<file path="src/design/mme_ram.sv">
`timescale 1ns / 1ps
// Generic single-write, single-read RAM with registered read data.
module mme_ram #(
	parameter int WIDTH  = 32,
	parameter int DEPTH  = 64,
	parameter int ADDR_W = (DEPTH > 1) ? $clog2(DEPTH) : 1
) (
	input  logic              clk,
	input  logic              we,
	input  logic [ADDR_W-1:0] waddr,
	input  logic [WIDTH-1:0]  wdata,
	input  logic              re,
	input  logic [ADDR_W-1:0] raddr,
	output logic [WIDTH-1:0]  rdata
);

	logic [WIDTH-1:0] mem [DEPTH];
	logic [WIDTH-1:0] rdata_q;

	always_ff @(posedge clk) begin
		if (we)
			mem[waddr] <= wdata;
		if (re)
			rdata_q <= mem[raddr];
	end

	assign rdata = rdata_q;

endmodule

</file>
<file path="config.mk">
export PLATFORM = sky130hd
export DESIGN_NAME = mme_ram
export DESIGN_NICKNAME = d
export VERILOG_FILES = /design/src/design/mme_ram.sv
export SDC_FILE = /design/constraint.sdc
export NUM_CORES = 2
export LEC_CHECK = 0
export ABC_AREA = 1
export BUFFER_PORTS_ARGS = -buffer_cell sky130_fd_sc_hd__buf_2
export CAP_MARGIN = 20
export CORE_UTILIZATION = 56
export DETAILED_ROUTE_END_ITERATION = 6
export HOLD_SLACK_MARGIN = 0.15
export MAX_ROUTING_LAYER = met4
export PLACE_DENSITY_LB_ADDON = 0.2
export SYNTH_ARGS = -nofsm -noshare
export SYNTH_HDL_FRONTEND = slang
export SYNTH_SLANG_ARGS = --single-unit
</file>
<file path="constraint.sdc">
create_clock -name clk -period 5.8 [get_ports clk]
set_input_delay 0.58 -clock clk [delete_from_list [all_inputs] [get_ports clk]]
set_output_delay 0.58 -clock clk [all_outputs]
set_load 0.01 [all_outputs]
</file>
* Yosys cells after proc, flatten, opt, wreduce, memory -nomap -nowiden
Memories as Yosys holds them, arrays and structs flattened. A register that Yosys moved wholly into a read port is not among the register bits.
Cells that the tools add are included.
W data, S select, Z words.
** Cells by class
- Shift operators :: 0
- Add/subtract/negate cells :: 0
- Mux-type cells :: 2
- Order comparisons :: 0
- Eq/ne operators :: 0
- $mul :: 0
- Reductions and logical operators :: 0
- Bitwise operators :: 0
- Div/mod/pow operators :: 0
** Operators by type and width (count)
- $mux W1 :: 2
** Storage, ports and cells
- Logic and storage cells :: 3
- Bits in read-only memories :: 0
- Latch bits :: 0
- Memories kept :: 1
- Bits of input ports :: 47
- Memory bits (writable) :: 2048
- Flip-flop bits (word level) :: 0
** Memories
- mem :: depth 64, width 32, read ports 1, clocked after Yosys merged registers in 1, write ports 1, RTL line 17 : logic [WIDTH-1:0] mem [DEPTH];

* Logic depth before layout (Yosys ltp)
- Depth in word-level cells :: 2
- Depth in mapped cells :: 13

* Worst setup path before layout
No wires, ideal clock.
- Path type :: input-to-reg
- From :: input port we
- To :: memory mem[48][0] (enable)
- Arrival time :: 4.208 ns
- Stages on the path :: 3
- Data required time :: 5.298 ns
- Setup slack :: 1.090 ns
- Setup time :: 0.502 ns
- Path through :: clkbuf_1 -> nand4_1 -> nor4_1
** Between the ends
- Cells in the longest elaborated chain, start to end :: 2
** Ends and longest elaborated chain
- start, declared :: RTL line 9 : input logic we,
- $mux W1 :: RTL line 21 : if (we)
- $mux W1 (implied by the code) :: RTL line 22 : mem[waddr] <= wdata;
- end, declared :: RTL line 17
Every way passes these cells.

==> results.py <==
metrics = {
    "outcome": {
        "outcome": "finished, final reports clean",
    },
    "min_path": {
        "holdCritPathClass": "in2reg",
    },
    "yosys": {
        "synthTopCellsByCount": "nand2_1 (2,248), edfxtp_1 (2,080), nand3_1 (1,907), buf_2 (282), clkbuf_1 (77)",
        "seq_area_frac_synth": 0.752,
        "synthTopCellsByArea": "edfxtp_1 (75%), nand3_1 (11%), nand2_1 (10%)",
        "synth-edff-count": 2080,
        "synthFlopType": "edfxtp_1",
        "synth_most_common_cell": "nand2_1",
        "synth-seq-cells": 2080,
        "syn_inst": 6769,
        "async_flop_share": 0,
        "synth_top_area_cell": "edfxtp_1",
        "ys_warn_count": 0,
        "synth_top_area_share": 0.752,
        "yosysUniqueCellTypes": 15,
        "syn-num-nets": 6816,
        "netlist_area_um2": 83100,
        "avgSynthCellArea_um2": 12.3,
    },
    "clock_tree": {
        "clk_latency_ns": 0.83,
        "cts_resized": 0,
        "ctsHoldBuffers": 0,
        "clk_pin_slew_ns": 0.06,
        "clk_path_buf_depth": 3,
        "cts_buffers": 201,
        "cts_tree": "built",
        "post_cts_buffers": 0,
        "cts_max_level": 4,
        "cts-root-buf": "clkbuf_16",
        "clock-sinks": 2080,
    },
    "timing": {
        "rsz0062_at_grt": "no",
        "clock_skew_ns": 0.0253,
        "finalCritPeriodShare": 0.548,
        "max_slew_margin": 0.174,
        "max_freq_ghz": 0.315,
        "maxSlewViolCount": 0,
        "fin_ws_ns": 2.62,
        "tns_ns": 0,
        "final-hold-violation-count": 0,
        "holdWs_ns": 0.423,
        "finalWorstPathRequiredPeriod_ns": 3.18,
        "worst_slew_pin_slew_ns": 1.24,
        "finalSetupViolCount": 0,
    },
    "routing": {
        "wl_per_cell_um": 27.1,
        "via_per_inst": 6.22,
        "ant_nets": 0,
        "drtIter0Drc": 8240,
        "drt_wl_total_um": 240000,
        "drcViolationCount": 0,
        "firstDrtPassIters": 6,
        "vias": 55100,
    },
    "floorplanning": {
        "fp-row-count": 140,
        "fp.dieW_um": 387,
        "dieArea_um2": 150000,
        "ioPinCount": 79,
        "initial_utilization": 0.567,
        "core_area_um2": 146000,
        "dieHeight_um": 387,
    },
    "setup_path": {
        "path_delay_family": "buffers and inverters",
        "slowest_stage": "buf_4",
        "slowest_delay_ns": 0.74,
        "startpoint_type": "primary input",
        "critPathKind": "in2reg",
        "end_kind": "register",
        "cp_cell_sequence": "buf_8 -> buf_4 -> buf_4 -> nand2_1 -> nand3_1 -> nand3_1 -> nand3_1 -> nand3_1 -> nand2_1 -> nand2_1 -> nand2_1",
        "arrival_ns": 3.86,
        "crit_buf_inv": 3,
        "critPathRequiredTime_ns": 6.48,
        "path_max_fanout": 80,
    },
    "power_and_ir_drop": {
        "clock_power_share": 0.407,
        "p_switching_mw": 7.08,
        "internal_power_mw": 24.5,
        "p_comb_frac": 0.062,
        "finalPower_mw": 31.6,
        "power_density_nw_per_um2": 342,
        "p_leak_nw": 32.3,
        "seqPwrFrac": 0.531,
        "switching_share": 0.224,
        "ir_drop_mv": 0.314,
    },
    "cells_and_area": {
        "layout-drive-gt1-share": 0.0828,
        "nets": 6812,
        "fillers": 10900,
        "syn_to_final_growth_pct": 11.0,
    },
    "grt": {
        "antenna_found_initial": 15,
        "grt_pass1_vias": 51100,
        "grt-ovfl-total": 0,
        "grt_pass1_wl_um": 348000,
        "grt_use_total": 0.329,
        "grt_max_degree": 179,
    },
    "placement": {
        "dpl.hpwl_um": 129000,
        "gp_congestion": 0.906,
        "port_buffers": 78,
        "place_ws_ns": 1.90,
    },
    "job": {
        "drv_cap": 0,
    },
}
## cells by family (layout without fill, tap and decap cells)
| family | after synthesis | in the layout | synth area share |
|---|---|---|---|
| simple gates | 4228 | 4228 | 0.220 |
| flops | 2080 | 2080 | 0.752 |
| buf+inv | 461 | 623 | 0.0277 |
| other cells | 0 | 14 | 0 |
## final timing paths
| check | depth (start not counted) | startpoint | slack, ns | endpoint |
|---|---|---|---|---|
| setup reg to reg | 8 | mem[32][8] | 3.87 | rdata[8] |
| setup / recovery | 11 | raddr[0] | 2.62 | rdata[17] |
| hold reg to reg | 8 | mem[58][20] | 0.89 | rdata[20] |
| hold / removal | 2 | re | 0.42 | rdata[28] |
## state kept, by name (all words and copies together), names as in the netlist
| register | flops |
|---|---|
| rdata | 32 |
| mem | 2048 |
## power by group through the flow
stage                     Clock, mW  Combinational, mW  Sequential [mW]
after floorplan                   0               1.02             17.0
after global placement            0               1.89             17.1
after detailed placement          0               1.92             17.1
after CTS                      12.9               1.93             16.7
after global routing           13.5               2.09             16.7
final                          12.8               1.97             16.7
## placed cells by master, fill, tap and decap left out
cell        instances
inv_2               2
buf_16              4
nand2_1          2248
nor4_2              8
inv_1               6
inv_8               2
buf_6               1
inv_6               6
edfxtp_1         2080
diode_2            14
nand4_1             9
clkbuf_1           58
nor2_4             56
clkinvlp_4          2
clkinv_1           49
buf_8               6
buf_12             27
nand3_1          1907
clkinv_2           27
clkbuf_16         207
buf_4             130
bufinv_16          19
buf_2              74
inv_16              3
## metrics by stage
step | cell area [um^2] | util | cells
after floorplan | 83100 | - | 6769
after global placement | 85600 | 0.584 | 8469
after detailed placement | 85800 | 0.586 | 8477
after CTS | 92200 | 0.629 | 8846
after global routing | 92200 | 0.630 | 8858
final | 92200 | 0.630 | 8862
## layout make-up
| cell class | count | area, um^2 | area share |
|---|---|---|---|
| inverter | 12 | 81.3 | 0.000882 |
| timing repair buffer | 242 | 2100 | 0.0228 |
| antenna | 14 | 35.0 | 0.000380 |
| multi-input combinational | 4228 | 18800 | 0.204 |
| sequential | 2080 | 62500 | 0.677 |
| tap | 1917 | 2400 | 0.0260 |
| clock inverter | 104 | 988 | 0.0107 |
| clock buffer | 265 | 5400 | 0.0585 |
## per-layer routing
layer | track usage | vias up | share of wire
li1 | - | 24200 | -
met1 | 0.466 | 26900 | 0.39
met2 | 0.474 | 3490 | 0.45
met3 | 0.0699 | 499 | 0.13
met4 | 0.120 | 0 | 0.037
met5 | - | - | 0
Power figures use the tool's default switching activity.
